## src/sv/vlcf_pkg.sv

```systemverilog
// Shared types and codes for the voice link connection controller.
// No dependencies.
`timescale 1ns / 1ps

package vlcf_pkg;

  localparam int INDEX_BITS_DEF = 3;

  typedef enum logic [2:0] {
    ST_SHUTDOWN = 3'd0,
    ST_LISTEN   = 3'd1,
    ST_OPENING  = 3'd2,
    ST_OPEN_CL  = 3'd3,
    ST_OPEN     = 3'd4,
    ST_CLOSING  = 3'd5,
    ST_CLOSE_OP = 3'd6,
    ST_SHUTTING = 3'd7
  } link_state_t;

  typedef enum logic [2:0] {
    EV_LISTEN   = 3'd0,
    EV_OPEN     = 3'd1,
    EV_CLOSE    = 3'd2,
    EV_SHUTDOWN = 3'd3,
    EV_UP       = 3'd4,
    EV_DOWN     = 3'd5,
    EV_REQUEST  = 3'd6,
    EV_NONE     = 3'd7
  } event_t;

  typedef enum logic [1:0] {
    CR_NONE   = 2'd0,
    CR_LISTEN = 2'd1,
    CR_ORIG   = 2'd2
  } create_t;

  typedef enum logic [2:0] {
    PS_CVSD_S3 = 3'd0,
    PS_CVSD_S4 = 3'd1,
    PS_MSBC_T2 = 3'd2,
    PS_LC3_T2  = 3'd3,
    PS_CVSD_D1 = 3'd4
  } param_set_t;

  // removal outcome
  localparam logic [1:0] RM_STARTED = 2'd0;
  localparam logic [1:0] RM_FREED   = 2'd1;

  // negotiated codec
  localparam logic [1:0] CODEC_MSBC = 2'd1;
  localparam logic [1:0] CODEC_LC3  = 2'd2;

  // configuration register indexes
  localparam logic [1:0] REG_LOCAL_S4 = 2'd0;
  localparam logic [1:0] REG_PEER_S4  = 2'd1;
  localparam logic [1:0] REG_CODEC    = 2'd2;

endpackage

```

## src/sv/voice_link_connection_fsm_core.sv

```systemverilog
// Voice link connection controller: event stream in, one result per event out.
// Depends on vlcf_pkg.
`timescale 1ns / 1ps
//
// Usage:
//   s_axis carries one event per transfer: tuser holds the event code, tdata
//   the removal outcome, the link index for a create and the plain-SCO flag.
//   m_axis returns one result per event: new state, commands issued, link
//   settings, reject/claim flags and the held link index.
//   cfg writes one of three registers (local S4, peer S4, codec) and is always
//   ready; the user must write it only while no event is in flight (not enforced).
// The result of an event is registered and appears on m_axis in the cycle
//   after its transfer. Throughput: one event per cycle while m_axis takes
//   results; the whole transition is one lookup on the state register, so
//   nothing limits the rate beyond the single output register.
// Reset (rst, synchronous): state shutdown, no index held, registers zero,
//   output empty.
// Stall: while a result waits on m_axis, s_axis still takes an event in the
//   cycle the result is taken; otherwise s_axis_tready drops until it is.
//
module voice_link_connection_fsm_core
  import vlcf_pkg::*;
#(
  parameter int INDEX_BITS = INDEX_BITS_DEF
) (
  input  logic                  clk,
  input  logic                  rst,
  input  logic                  s_axis_tvalid,
  output logic                  s_axis_tready,
  // remove_status[1:0], new_link_index, plain_sco_request, zero pad
  input  logic [((INDEX_BITS + 10) / 8) * 8 - 1:0] s_axis_tdata,
  // mode[2:0]
  input  logic [2:0]            s_axis_tuser,
  output logic                  m_axis_tvalid,
  input  logic                  m_axis_tready,
  // link_state[2:0], create_cmd[1:0], remove_cmd, param_set[2:0],
  // request_rejected, claim_audio, index_valid, held_index, zero pad
  output logic [((INDEX_BITS + 19) / 8) * 8 - 1:0] m_axis_tdata,
  input  logic                  cfg_valid,
  output logic                  cfg_ready,
  input  logic [1:0]            cfg_index,
  input  logic [1:0]            cfg_data
);

  localparam int OUT_W       = 12 + INDEX_BITS;
  localparam int OUT_TDATA_W = ((OUT_W + 7) / 8) * 8;

  // configuration
  logic       local_s4;
  logic       peer_s4;
  logic [1:0] codec;

  // controller state
  link_state_t           state;
  logic                  index_held;
  logic [INDEX_BITS-1:0] link_index;

  // result register
  link_state_t           out_state;
  create_t               out_create;
  logic                  out_remove;
  param_set_t            out_param;
  logic                  out_rejected;
  logic                  out_claim;
  logic                  out_valid_idx;
  logic [INDEX_BITS-1:0] out_index;

  // input fields
  event_t                ev;
  logic [1:0]            rs;
  logic [INDEX_BITS-1:0] ni;
  logic                  plain;

  // next values
  link_state_t           state_next;
  logic                  held_next;
  logic [INDEX_BITS-1:0] index_next;
  create_t               create_next;
  logic                  remove_next;
  param_set_t            param_next;
  logic                  claim_next;
  logic                  rejected_next;
  logic                  do_rm;
  logic                  do_cr;
  logic                  orig;
  logic                  close_if_pending;
  logic                  pending;

  logic in_xfer;

  assign ev    = event_t'(s_axis_tuser);
  assign rs    = s_axis_tdata[1:0];
  assign ni    = s_axis_tdata[INDEX_BITS+1:2];
  assign plain = s_axis_tdata[INDEX_BITS+2];

  assign s_axis_tready = !m_axis_tvalid || m_axis_tready;
  assign in_xfer       = s_axis_tvalid && s_axis_tready;
  assign cfg_ready     = 1'b1;

  always_comb begin
    state_next       = state;
    held_next        = index_held;
    index_next       = link_index;
    create_next      = CR_NONE;
    remove_next      = 1'b0;
    param_next       = PS_CVSD_S3;
    claim_next       = 1'b0;
    rejected_next    = 1'b0;
    do_rm            = 1'b0;
    do_cr            = 1'b0;
    orig             = 1'b0;
    close_if_pending = 1'b0;
    pending          = 1'b0;

    if (ev == EV_REQUEST) begin
      if (state == ST_LISTEN) begin
        if (plain) param_next = PS_CVSD_D1;
        else if (codec == CODEC_LC3) param_next = PS_LC3_T2;
        else if (codec == CODEC_MSBC) param_next = PS_MSBC_T2;
        else if (local_s4) param_next = PS_CVSD_S4;
        else param_next = PS_CVSD_S3;
        claim_next = 1'b1;
      end else begin
        rejected_next = 1'b1;
      end
      state_next = ST_OPENING;
    end else if (!(ev == EV_CLOSE && !index_held)) begin
      // link down drops the index before the transition
      if (ev == EV_DOWN) begin
        held_next  = 1'b0;
        index_next = '0;
      end
      case (state)
        ST_SHUTDOWN, ST_LISTEN: begin
          if (ev == EV_LISTEN) begin
            do_cr      = 1'b1;
            state_next = ST_LISTEN;
          end else if (ev == EV_OPEN) begin
            do_rm      = 1'b1;
            do_cr      = 1'b1;
            orig       = 1'b1;
            state_next = ST_OPENING;
          end else if (state == ST_LISTEN && ev == EV_SHUTDOWN) begin
            do_rm      = 1'b1;
            state_next = ST_SHUTDOWN;
          end else if (state == ST_LISTEN && ev == EV_DOWN) begin
            do_cr = 1'b1;
          end
        end
        ST_OPENING: begin
          if (ev == EV_CLOSE) state_next = ST_OPEN_CL;
          else if (ev == EV_SHUTDOWN) state_next = ST_SHUTTING;
          else if (ev == EV_UP) state_next = ST_OPEN;
          else if (ev == EV_DOWN) begin
            do_cr      = 1'b1;
            state_next = ST_LISTEN;
          end
        end
        ST_OPEN_CL: begin
          if (ev == EV_OPEN) state_next = ST_OPENING;
          else if (ev == EV_SHUTDOWN) state_next = ST_SHUTTING;
          else if (ev == EV_UP) begin
            do_rm      = 1'b1;
            state_next = ST_CLOSING;
          end else if (ev == EV_DOWN) state_next = ST_LISTEN;
        end
        ST_OPEN: begin
          if (ev == EV_CLOSE) begin
            do_rm            = 1'b1;
            close_if_pending = 1'b1;
          end else if (ev == EV_SHUTDOWN) begin
            do_rm      = 1'b1;
            state_next = ST_SHUTTING;
          end else if (ev == EV_DOWN) begin
            do_cr      = 1'b1;
            state_next = ST_LISTEN;
          end
        end
        ST_CLOSING: begin
          if (ev == EV_OPEN) state_next = ST_CLOSE_OP;
          else if (ev == EV_SHUTDOWN) state_next = ST_SHUTTING;
          else if (ev == EV_DOWN) begin
            do_cr      = 1'b1;
            state_next = ST_LISTEN;
          end
        end
        ST_CLOSE_OP: begin
          if (ev == EV_CLOSE) state_next = ST_CLOSING;
          else if (ev == EV_SHUTDOWN) state_next = ST_SHUTTING;
          else if (ev == EV_DOWN) begin
            do_cr      = 1'b1;
            orig       = 1'b1;
            state_next = ST_OPENING;
          end
        end
        default: begin  // shutting
          if (ev == EV_UP) do_rm = 1'b1;
          else if (ev == EV_DOWN || ev == EV_SHUTDOWN) state_next = ST_SHUTDOWN;
        end
      endcase

      // removal first: it may free the index for a create in the same event
      if (do_rm && held_next) begin
        remove_next = 1'b1;
        if (rs == RM_STARTED) begin
          pending = 1'b1;
        end else if (rs == RM_FREED) begin
          held_next  = 1'b0;
          index_next = '0;
        end
      end
      if (close_if_pending && pending) state_next = ST_CLOSING;

      if (do_cr && !held_next) begin
        create_next = orig ? CR_ORIG : CR_LISTEN;
        param_next  = (local_s4 && peer_s4) ? PS_CVSD_S4 : PS_CVSD_S3;
        claim_next  = orig;
        held_next   = 1'b1;
        index_next  = ni;
      end
    end
  end

  always_ff @(posedge clk) begin
    if (rst) begin
      local_s4 <= 1'b0;
      peer_s4  <= 1'b0;
      codec    <= '0;
    end else if (cfg_valid && cfg_ready) begin
      case (cfg_index)
        REG_LOCAL_S4: local_s4 <= cfg_data[0];
        REG_PEER_S4:  peer_s4  <= cfg_data[0];
        REG_CODEC:    codec    <= cfg_data;
        default: ;
      endcase
    end
  end

  always_ff @(posedge clk) begin
    if (rst) begin
      state         <= ST_SHUTDOWN;
      index_held    <= 1'b0;
      link_index    <= '0;
      m_axis_tvalid <= 1'b0;
    end else begin
      if (in_xfer) begin
        state      <= state_next;
        index_held <= held_next;
        link_index <= index_next;
      end
      if (in_xfer) m_axis_tvalid <= 1'b1;
      else if (m_axis_tready) m_axis_tvalid <= 1'b0;
    end
  end

  always_ff @(posedge clk) begin
    if (in_xfer) begin
      out_state     <= state_next;
      out_create    <= create_next;
      out_remove    <= remove_next;
      out_param     <= param_next;
      out_rejected  <= rejected_next;
      out_claim     <= claim_next;
      out_valid_idx <= held_next;
      out_index     <= index_next;
    end
  end

  assign m_axis_tdata = OUT_TDATA_W'({out_index, out_valid_idx, out_claim, out_rejected,
                                      out_param, out_remove, out_create, out_state});

  a_result_follows: assert property (@(posedge clk) disable iff (rst)
    in_xfer |=> m_axis_tvalid)
    else $error("accepted event produced no result");

  a_state_matches: assert property (@(posedge clk) disable iff (rst)
    m_axis_tvalid |-> out_state == state)
    else $error("shown state differs from state register");

  a_free_index_zero: assert property (@(posedge clk) disable iff (rst)
    (m_axis_tvalid && !out_valid_idx) |-> out_index == '0)
    else $error("index reported while none held");

  a_create_holds: assert property (@(posedge clk) disable iff (rst)
    (m_axis_tvalid && out_create != CR_NONE) |-> out_valid_idx)
    else $error("create issued without holding an index");

  a_reject_quiet: assert property (@(posedge clk) disable iff (rst)
    (m_axis_tvalid && out_rejected) |->
      (out_state == ST_OPENING && !out_claim && out_param == PS_CVSD_S3))
    else $error("rejected request with wrong outcome");

endmodule
```

## config.mk

```make
export PLATFORM = sky130hd
export DESIGN_NAME = voice_link_connection_fsm_core
export DESIGN_NICKNAME = d
export VERILOG_FILES = /design/src/sv/vlcf_pkg.sv /design/src/sv/voice_link_connection_fsm_core.sv
export SDC_FILE = /design/constraint.sdc
export NUM_CORES = 1
export LEC_CHECK = 0
export BUFFER_PORTS_ARGS = -buffer_cell sky130_fd_sc_hd__buf_2
export CAP_MARGIN = 20
export CELL_PAD_IN_SITES_DETAIL_PLACEMENT = 1
export CELL_PAD_IN_SITES_GLOBAL_PLACEMENT = 1
export CORE_UTILIZATION = 45
export CTS_BUF_LIST = sky130_fd_sc_hd__clkbuf_8
export DETAILED_ROUTE_END_ITERATION = 6
export GPL_ROUTABILITY_DRIVEN = 0
export PLACE_DENSITY_LB_ADDON = 0.1
export SYNTH_ARGS = -nofsm -noshare
export SYNTH_HDL_FRONTEND = slang
export SYNTH_SLANG_ARGS = --single-unit
```

## constraint.sdc

```tcl
create_clock -name clk -period 4.5 [get_ports clk]
set_input_delay 0.45 -clock clk [delete_from_list [all_inputs] [get_ports clk]]
set_output_delay 0.45 -clock clk [all_outputs]
set_load 0.02 [all_outputs]
```

Yosys cells after proc, flatten, opt, wreduce, memory -nomap -nowiden
Index checks and enable logic that the tools add are counted.
{"block": "word_totals", "regBits": 27, "out_inout_bits": 19, "word_cells": 155}
{"block": "classes", "n_eq_ne": 17, "mux": 96, "bitwise_logic": 1, "reduce_logical": 26}
{"op": "3-bit 2-to-1 mux", "count": 31}
{"op": "1-bit 2-to-1 mux", "count": 58}
{"op": "3-bit == test, second input constant", "count": 6}
{"op": "3-bit case mux with 6 select lines", "count": 1}
{"op": "3-bit by 2-bit == test with 1-bit output, second input constant", "count": 4}
{"op": "1-bit logical AND", "count": 8}
{"op": "1-bit case mux with 4 select lines", "count": 2}
{"op": "2-bit by 1-bit == test with 1-bit output, second input constant", "count": 3}
{"op": "3-bit by 1-bit == test with 1-bit output, second input constant", "count": 2}
{"op": "3-bit logical NOT", "count": 2}
{"op": "2-bit 2-to-1 mux", "count": 3}
{"op": "2-bit AND reduction", "count": 3}
{"op": "2-bit OR reduction", "count": 3}
{"op": "3-bit OR reduction", "count": 2}
{"op": "2-bit == test, second input constant", "count": 2}
{"op": "2-bit logical NOT", "count": 2}
{"op": "1-bit logical NOT", "count": 3}
{"op": "1-bit logical OR", "count": 2}
{"op": "1-bit case mux with 2 select lines", "count": 1}
{"op": "2-bit nonzero test", "count": 1}
{"op": "1-bit NOT", "count": 1}

Logic depth before layout (Yosys ltp)
Gate-level depths: netlist (run 1).
{"block": "logic_depth", "word_depth": 17, "depth_mapped": 9}

Least setup slack after synthesis (run 1)
No wires, ideal clock.
{"block": "synth_path", "path_type": "in2reg", "startpoint": "input m_axis_tready", "endpoint": "register link_index[2]", "setup_time_ps": 116, "arrival_ps": 1866, "required_time_ps": 4384, "slack_ps": 2518, "stages": 5, "path_cell_list": "nand2b_1 nand2_1 clkinv_1 a21o_1 a31o_1"}
{"block": "synth_via", "elab_chain_cells": 2}
{"element": "start: declaration", "line_no": "voice_link_connection_fsm_core.sv:35", "text": "input logic m_axis_tready,"}
{"element": "1-bit logical OR", "line_no": "voice_link_connection_fsm_core.sv:96", "text": "assign s_axis_tready = !m_axis_tvalid || m_axis_tready;"}
{"element": "1-bit logical AND", "line_no": "voice_link_connection_fsm_core.sv:97", "text": "assign in_xfer = s_axis_tvalid && s_axis_tready;"}
{"element": "net in_xfer", "line_no": "voice_link_connection_fsm_core.sv:89", "text": "logic in_xfer;"}
{"element": "end signal: assignment", "line_no": "voice_link_connection_fsm_core.sv:249", "text": "link_index <= index_next;"}
{"element": "end: declaration", "line_no": "voice_link_connection_fsm_core.sv:56", "text": "logic [INDEX_BITS-1:0] link_index;"}
The timed path passes the listed nets, and every way through them passes these cells.
A chain may end at the register's enable or synchronous reset.

Final worst setup path (run 1)
{"block": "layout_path", "startpoint": "register state[0]", "endpoint": "register out_claim, data pin"}
{"block": "layout_via", "elab_chain_cells": 17, "elab_cells_between_ends": 38, "cone_classes": "eq/ne: 6; mux: 23; reduce/logical: 9"}
{"element": "start: declaration", "line_no": "voice_link_connection_fsm_core.sv:54", "text": "link_state_t state;"}
{"element": "start signal: assignment", "line_no": "voice_link_connection_fsm_core.sv:247", "text": "state <= state_next;"}
{"element": "3-bit by 1-bit == test with 1-bit output"}
{"element": "1-bit logical AND", "line_no": "voice_link_connection_fsm_core.sv:143", "text": "end else if (state == ST_LISTEN && ev == EV_SHUTDOWN) begin"}
{"element": "1-bit 2-to-1 mux", "line_no": "voice_link_connection_fsm_core.sv:143"}
{"element": "1-bit 2-to-1 mux", "line_no": "voice_link_connection_fsm_core.sv:138", "text": "end else if (ev == EV_OPEN) begin"}
{"element": "1-bit 2-to-1 mux", "line_no": "voice_link_connection_fsm_core.sv:135", "text": "if (ev == EV_LISTEN) begin"}
{"element": "1-bit case mux with 4 select lines", "line_no": "voice_link_connection_fsm_core.sv:133", "text": "case (state)"}
{"element": "1-bit 2-to-1 mux", "line_no": "voice_link_connection_fsm_core.sv:127", "text": "end else if (!(ev == EV_CLOSE && !index_held)) begin"}
{"element": "1-bit 2-to-1 mux", "line_no": "voice_link_connection_fsm_core.sv:115", "text": "if (ev == EV_REQUEST) begin"}
{"element": "(+2 left out)"}
{"element": "1-bit 2-to-1 mux", "line_no": "voice_link_connection_fsm_core.sv:127"}
{"element": "1-bit 2-to-1 mux", "line_no": "voice_link_connection_fsm_core.sv:115"}
{"element": "1-bit logical NOT", "line_no": "voice_link_connection_fsm_core.sv:214", "text": "if (do_cr && !held_next) begin"}
{"element": "1-bit logical AND", "line_no": "voice_link_connection_fsm_core.sv:214"}
{"element": "1-bit 2-to-1 mux", "line_no": "voice_link_connection_fsm_core.sv:214"}
{"element": "1-bit 2-to-1 mux", "line_no": "voice_link_connection_fsm_core.sv:127"}
{"element": "1-bit 2-to-1 mux *", "line_no": "voice_link_connection_fsm_core.sv:115"}
{"element": "net claim_next", "line_no": "voice_link_connection_fsm_core.sv:81", "text": "logic claim_next;"}
{"element": "end signal: assignment", "line_no": "voice_link_connection_fsm_core.sv:263", "text": "out_claim <= claim_next;"}
{"element": "end: declaration", "line_no": "voice_link_connection_fsm_core.sv:64", "text": "logic out_claim;"}
The timed path passes the listed nets; every way through them passes the cells marked *. The select of a mux whose other input is x is not followed.

==> flow_summary_export.csv, run 1 <==
group,metric,value,unit
cts,cts_tree,"done",
cts,cts_resized,0,
yosys,synthesis.nets,221,
run,drv_cap,0,
route,ant_nets,0,
critical_path,startpoint,"state[0]$_SDFFE_PP0P_",
yosys,synthArstFlopShare,0,
cts,clock_latency,0.28,ns
global_route,grt_pass1_wl,6.99,mm
critical_path,r2r-start,"state[0]$_SDFFE_PP0P_",
yosys,synthFlopType,"edfxtp_1",
floorplanning,die_w,65.2,um
route,drc,0,
floorplanning,num_rows,22,
floorplanning,coreArea,3740,sq um
critical_path,critPathMostFrequentCell,"o21ai_0",
floorplanning,dieArea,4250,sq um
sta,period_minus_slack,2.27,ns
yosys,synthAdderAreaFrac,0.0139,
critical_path,crit_chain,"nand2b_4, mux2_4, a21o_1, o21ai_0, o21ai_0",
yosys,netlist_instances,199,
placed_design,dp_hpwl,3.19,mm
cells_and_area,postLayoutCoreUtil,0.520,
floorplanning,die_height,65.2,um
critical_path,cp.buffers_inverters,0,
cells_and_area,area.growth.synth_to_final,8.14,%
route,drt_iter0_markers,30,
route,wirelength,4.24,mm
global_route,track_usage,0.215,
critical_path,cp_data_required_time,4.51,ns
critical_path,reg2reg_depth,5,
run_status,status,"finished, final reports clean",
yosys,synth_edf_count,15,
route,routedWlPerCell,15.9,um
hold_path,hold_class,"in2reg",
yosys,synth_top_family_by_area,"simple AND/OR/NAND/NOR gates",
cts,cts.sink_count,27,
cells_and_area,fin_cells,266,
yosys,ys_ff_latch,27,
cts,post_cts_buffers,0,
placed_design,dp.cells,262,
floorplanning,start_util,0.481,
placed_design,io_buffers,34,
sta,period_share,0.504,
pwr,power.leakage,0.754,nW
route,vias,1533,
yosys,synth_compound_area_frac,0.223,
critical_path,path_delay_family,"compound AO/OA/AOI/OAI gates",
cells_and_area,drive_above_1_share,0.234,
yosys,synth-simple-area-share,0.244,
cts,cts_buffers,3,
critical_path,path_class,"reg2reg",
cts,cts_buffer_depth,2,
cells_and_area,fin_nets,241,
critical_path,endpoint,"out_claim$_DFFE_PP_",
route,viasPerCell,5.76,
placed_design,post_dp_cell_area,1900,sq um
cells_and_area,antenna-diode-count,0,
critical_path,worstSetupPathDepth,5,
yosys,ys_seq_area_frac,0.384,
sta,final_max_slew_viol_count,0,
global_route,first_global_vias,1522,
cts,clk_pin_slew,0.10,ns
cts,hold_buffers,0,
critical_path,crit_path_start_kind,"register",
pwr,p_per_area,292,nW/um^2
global_route,grt-ovfl-total,0,
sta,hold_viol_final,0,
cts,root_buffer,"clkbuf_8",
yosys,muxShareOfSynthArea,0.0306,
sta,setup_tns,0,ns
critical_path,arrival,2.28,ns
yosys,ys_types,58,
global_route,antenna_found_initial,0,
critical_path,r2r-end,"out_claim$_DFFE_PP_",
cells_and_area,fin_area,1950,sq um
yosys,avgSynthCellArea,9.04,sq um
sta,skew,0.0113,ns
critical_path,crit_path_end_kind,"register",
yosys,syn-cell-area,1800,sq um
cells_and_area,fill_cells,471,
critical_path,cpMaxStageDelayCell,"dfxtp_1",
yosys,synth.yosys.warnings,0,
global_route,grt_max_degree,29,
sta,rsz0062_at_grt,"no",
sta,setup_viol,0,
cts,h-tree-depth,1,
sta,fmax,441,MHz
pwr,vdd_ir_drop_max,0.000147,V
route,dr.pass1.iters,4,
sta,max-slew-margin-rel,0.525,
critical_path,crit_fanout,13,
critical_path,reg2reg_slack,2.23,ns
sta,tightestPinTransition,0.709,ns
critical_path,critPathMaxStageDelay,0.63,ns
floorplanning,ios,39,
yosys,synth_xor_area_frac,0.00487,
-- cell usage after synthesis (2+ instances only) --
cell type	count	area (sq um)
nor2_1	18	67.6
edfxtp_1	15	450
a21oi_1	12	60.1
dfxtp_1	12	240
nand2_1	11	41.3
inv_1	10	37.5
nor2b_1	8	50.1
o21ai_0	8	40.0
nand2b_1	7	43.8
nand3_1	7	35.0
buf_2	6	30.0
buf_4	6	45.0
o21ai_1	5	25.0
a22o_1	4	35.0
buf_6	4	45.0
mux2i_1	4	40.0
nor3_1	4	20.0
o31ai_1	4	30.0
a31oi_1	3	18.8
clkbuf_1	3	11.3
nand3b_1	3	22.5
a21o_1	2	15.0
a221oi_2	2	30.0
and2_1	2	12.5
conb_1	2	7.51
ha_1	2	25.0
nand4_1	2	12.5
nand4b_1	2	17.5
nor3b_1	2	15.0
-- where the power goes --
part           switching, W  internal, W  leakage (nW)  total, W
Clock             0.0000791    0.0000635        0.0260  0.000143
Sequential        0.0000156     0.000278         0.249  0.000294
Combinational     0.0000819    0.0000502         0.479  0.000132
-- layer usage --
layer	GRT usage	wire, um	up-vias	share of wire
met5	0	0	-	0
met4	0.0734	55	0	0.013
met3	0.0260	118	5	0.028
met2	0.376	2210	34	0.52
met1	0.271	1860	744	0.44
li1	-	-	750	-
-- worst min path at each step --
stage | startpoint | to | slack, ns | cells after the start
after global placement | link_index[0]$_SDFFE_PP0P_ | link_index[0]$_SDFFE_PP0P_ | 0.47 | 2
after detailed placement | link_index[0]$_SDFFE_PP0P_ | link_index[0]$_SDFFE_PP0P_ | 0.50 | 2
final | s_axis_tvalid | m_axis_tvalid$_SDFFE_PP0P_ | 0.41 | 3
after floorplan | link_index[0]$_SDFFE_PP0P_ | link_index[0]$_SDFFE_PP0P_ | 0.46 | 2
after CTS | s_axis_tvalid | m_axis_tvalid$_SDFFE_PP0P_ | 0.41 | 3
after global routing | s_axis_tvalid | m_axis_tvalid$_SDFFE_PP0P_ | 0.41 | 3
-- cell type report --
type                       count  area (sq um)  area share
inverter                      11          41.3      0.0212
sequential                    27           691       0.355
multi-input combinational    142           936       0.481
tap                           48          60.1      0.0309
clock buffer                   3          41.3      0.0212
clock inverter                 1          6.26     0.00322
timing repair buffer          34           170      0.0875
-- sequential cells by signal, indices dropped and copies added (netlist names) --
name / count
codec: 2
index_held: 1
link_index: 3
local_s4: 1
m_axis_tvalid: 1
out_claim: 1
out_create: 2
out_index: 3
out_param: 3
out_rejected: 1
out_remove: 1
out_state: 3
out_valid_idx: 1
peer_s4: 1
state: 3
-- worst register-to-register path, cell delays in order, from the launching register on --
cell	delay, ns
dfxtp_1	0.63
nand2b_4	0.23
mux2_4	0.32
a21o_1	0.21
o21ai_0	0.45
o21ai_0	0.16
-- cell families (layout without fill, tap and decap cells) --
kind of cell,Yosys count,count (layout)
AND/OR/NAND/NOR,76,76
AO/OA/AOI/OAI,56,56
buffers and inverters,30,49
flip-flops,27,27
multiplexers,5,5
adder cells (fa/ha/maj),2,2
other,2,2
XOR/XNOR,1,1
-- through the flow --
step | power, W | setup slack [ns] | hold slack (ns)
6_report | 0.000569 | 2.23 | 0.409
5_1_grt | 0.000600 | 2.12 | 0.414
4_1_cts | 0.000572 | 2.27 | 0.411
3_5_place_dp | 0.000432 | 2.20 | 0.501
3_3_place_gp | 0.000425 | 2.25 | 0.470
2_1_floorplan | 0.000400 | 2.52 | 0.458
-- cell usage in the layout (no fill, tap or decap), types with 2 or more instances in the layout --
| cell type | synthesis | layout |
|---|---|---|
| nand3_1 | 7 | 7 |
| nand4_1 | 2 | 2 |
| nor3_1 | 4 | 4 |
| mux2i_1 | 4 | 4 |
| a22o_1 | 4 | 4 |
| a31oi_1 | 3 | 3 |
| o21ai_1 | 5 | 5 |
| conb_1 | 2 | 2 |
| nand4b_1 | 2 | 2 |
| a21oi_1 | 12 | 12 |
| dfxtp_1 | 12 | 12 |
| buf_2 | 6 | 34 |
| ha_1 | 2 | 2 |
| inv_1 | 10 | 10 |
| and2_1 | 2 | 2 |
| nor2b_1 | 8 | 8 |
| a21o_1 | 2 | 2 |
| o31ai_1 | 4 | 4 |
| nor2_1 | 18 | 18 |
| nand2_1 | 11 | 11 |
| o21ai_0 | 8 | 8 |
| nand3b_1 | 3 | 3 |
| edfxtp_1 | 15 | 15 |
| nand2b_1 | 7 | 7 |
| nor3b_1 | 2 | 2 |
| a221oi_2 | 2 | 2 |
| clkbuf_8 | 0 | 3 |
Power figures use the tool's default switching activity.
==> run 2, diff against run 1 <==
- CORE_UTILIZATION: 45 -> 42
- clock period: 4.5 -> 2.1 ns (I/O delays scaled with it)
==> run 2 against run 1 <==
Sequential power up 110%. Sequential share of layout area is 1.5 points lower. Critical path depth is the same. Via count rose by 1.2%. Setup slack got worse by 2.0 ns. Clock skew is 0.0031 ns lower. Final area rose by 4.5%. Critical path type unchanged. Critical endpoint unchanged. Largest power group unchanged.
==> flow_summary_export.csv, run 2 (same netlist as run 1, synthesis figures left out) <==
group,metric,value,unit
route,drc,0,
cts,cts_tree,"done",
pwr,power.leakage,0.809,nW
global_route,grt-ovfl-total,0,
critical_path,arrival,1.93,ns
run_status,status,"finished, final reports clean",
floorplanning,num_rows,23,
cts,h-tree-depth,1,
sta,skew,0.00823,ns
run,drv_cap,0,
cells_and_area,regArea,691,sq um
pwr,finalPower,0.00125,W
floorplanning,die_w,67.5,um
cts,cts_buffers,3,
critical_path,crit_path_start_kind,"register",
critical_path,startpoint,"state[2]$_SDFFE_PP0P_",
cells_and_area,drive_above_1_share,0.271,
pwr,p_per_area,616,nW/um^2
route,viasPerCell,5.56,
sta,final_max_slew_viol_count,0,
pwr,vdd_ir_drop_max,0.000272,V
route,dr.pass1.iters,4,
route,routedWlPerCell,16.1,um
critical_path,cpMaxStageDelayCell,"dfxtp_1",
cts,clock_latency,0.27,ns
cells_and_area,final_common_cell,"buf_2",
placed_design,pre_cts_ws,0.182,ns
global_route,first_global_vias,1564,
critical_path,critPathMaxStageDelay,0.56,ns
cts,post_cts_buffers,0,
critical_path,cp_data_required_time,2.12,ns
floorplanning,coreArea,4060,sq um
route,ant_nets,0,
hold_path,hold_class,"in2reg",
global_route,antenna_found_initial,0,
floorplanning,die_height,67.5,um
route,wirelength,4.50,mm
cts,root_buffer,"clkbuf_8",
critical_path,reg2reg_depth,5,
cts,cts_resized,0,
sta,setup_tns,0,ns
critical_path,crit_fanout,10,
global_route,grt_max_degree,23,
sta,period_share,0.912,
critical_path,cp.buffers_inverters,0,
sta,setup_viol,0,
cts,clk_pin_slew,0.10,ns
global_route,grt_pass1_wl,7.51,mm
hold_path,hp-start,"s_axis_tvalid",
sta,fmax,522,MHz
cells_and_area,multiInputGateArea,936,sq um
route,vias,1551,
sta,fin_ws,0.185,ns
sta,rsz0062_at_grt,"no",
critical_path,worstSetupPathDepth,5,
cells_and_area,fin_nets,252,
critical_path,critPathMostFrequentCell,"o21ai_0",
sta,period_minus_slack,1.92,ns
critical_path,crit_chain,"nor2b_1, mux2_4, a21o_1, o21ai_0, o21ai_0",
cts,cts.sink_count,27,
cells_and_area,fin_cells,279,
floorplanning,start_util,0.443,
sta,hold_viol_final,0,
cells_and_area,area.growth.synth_to_final,13.0,%
placed_design,dp.cells,275,
critical_path,path_class,"reg2reg",
hold_path,min_path_cells,3,
placed_design,io_buffers,34,
critical_path,r2r-start,"state[2]$_SDFFE_PP0P_",
critical_path,path_delay_family,"compound AO/OA/AOI/OAI gates",
global_route,track_usage,0.220,
floorplanning,dieArea,4550,sq um
critical_path,crit_path_end_kind,"register",
route,drt_iter0_markers,143,
cells_and_area,layout_common_cells,"buf_2, nor2_1, edfxtp_1",
cts,hold_buffers,0,
placed_design,dp_hpwl,3.47,mm
cells_and_area,antenna-diode-count,0,
cells_and_area,fill_cells,505,
cts,cts_buffer_depth,2,
floorplanning,ios,39,
## run 2: final timing paths
kind                                end  slack, ns
min reg2reg  link_index[0]$_SDFFE_PP0P_       0.50
min          m_axis_tvalid$_SDFFE_PP0P_       0.17
max reg2reg         out_claim$_DFFE_PP_       0.18
max                 out_claim$_DFFE_PP_       0.18
## run 2: tightest hold or removal path, cell delays in order
cell and delay, ns:
buf_2 0.11, inv_1 0.04, a21oi_1 0.05
## run 2: per-layer routing
| layer | track usage | vias to the layer above | share of wire |
|---|---|---|---|
| met5 | 0 | - | 0 |
| met4 | 0.0479 | 0 | 0.0047 |
| met3 | 0.0287 | 2 | 0.028 |
| met2 | 0.386 | 29 | 0.50 |
| met1 | 0.286 | 753 | 0.46 |
| li1 | - | 767 | - |
## run 2: cell type report
class,count,share of cell area
sequential,27,0.340
clock buffer,3,0.0203
inverter,11,0.0203
timing repair buffer,45,0.124
multi-input combinational,142,0.460
clock inverter,1,0.00431
tap,50,0.0308
## run 2: power by group
group	switching (W)	internal (W)	total, W
logic	0.000195	0.000125	0.000320
clock network	0.000174	0.000139	0.000313
registers	0.0000239	0.000596	0.000620
## run 2: stage by stage
stage               hold slack [ns]  cell area [sq um]  utilization
floorplan                     0.339               1800            -
global placement              0.448               1980        0.489
detailed placement            0.465               1980        0.489
CTS                           0.163               2030        0.501
global route                  0.165               2030        0.501
finish                        0.167               2030        0.501
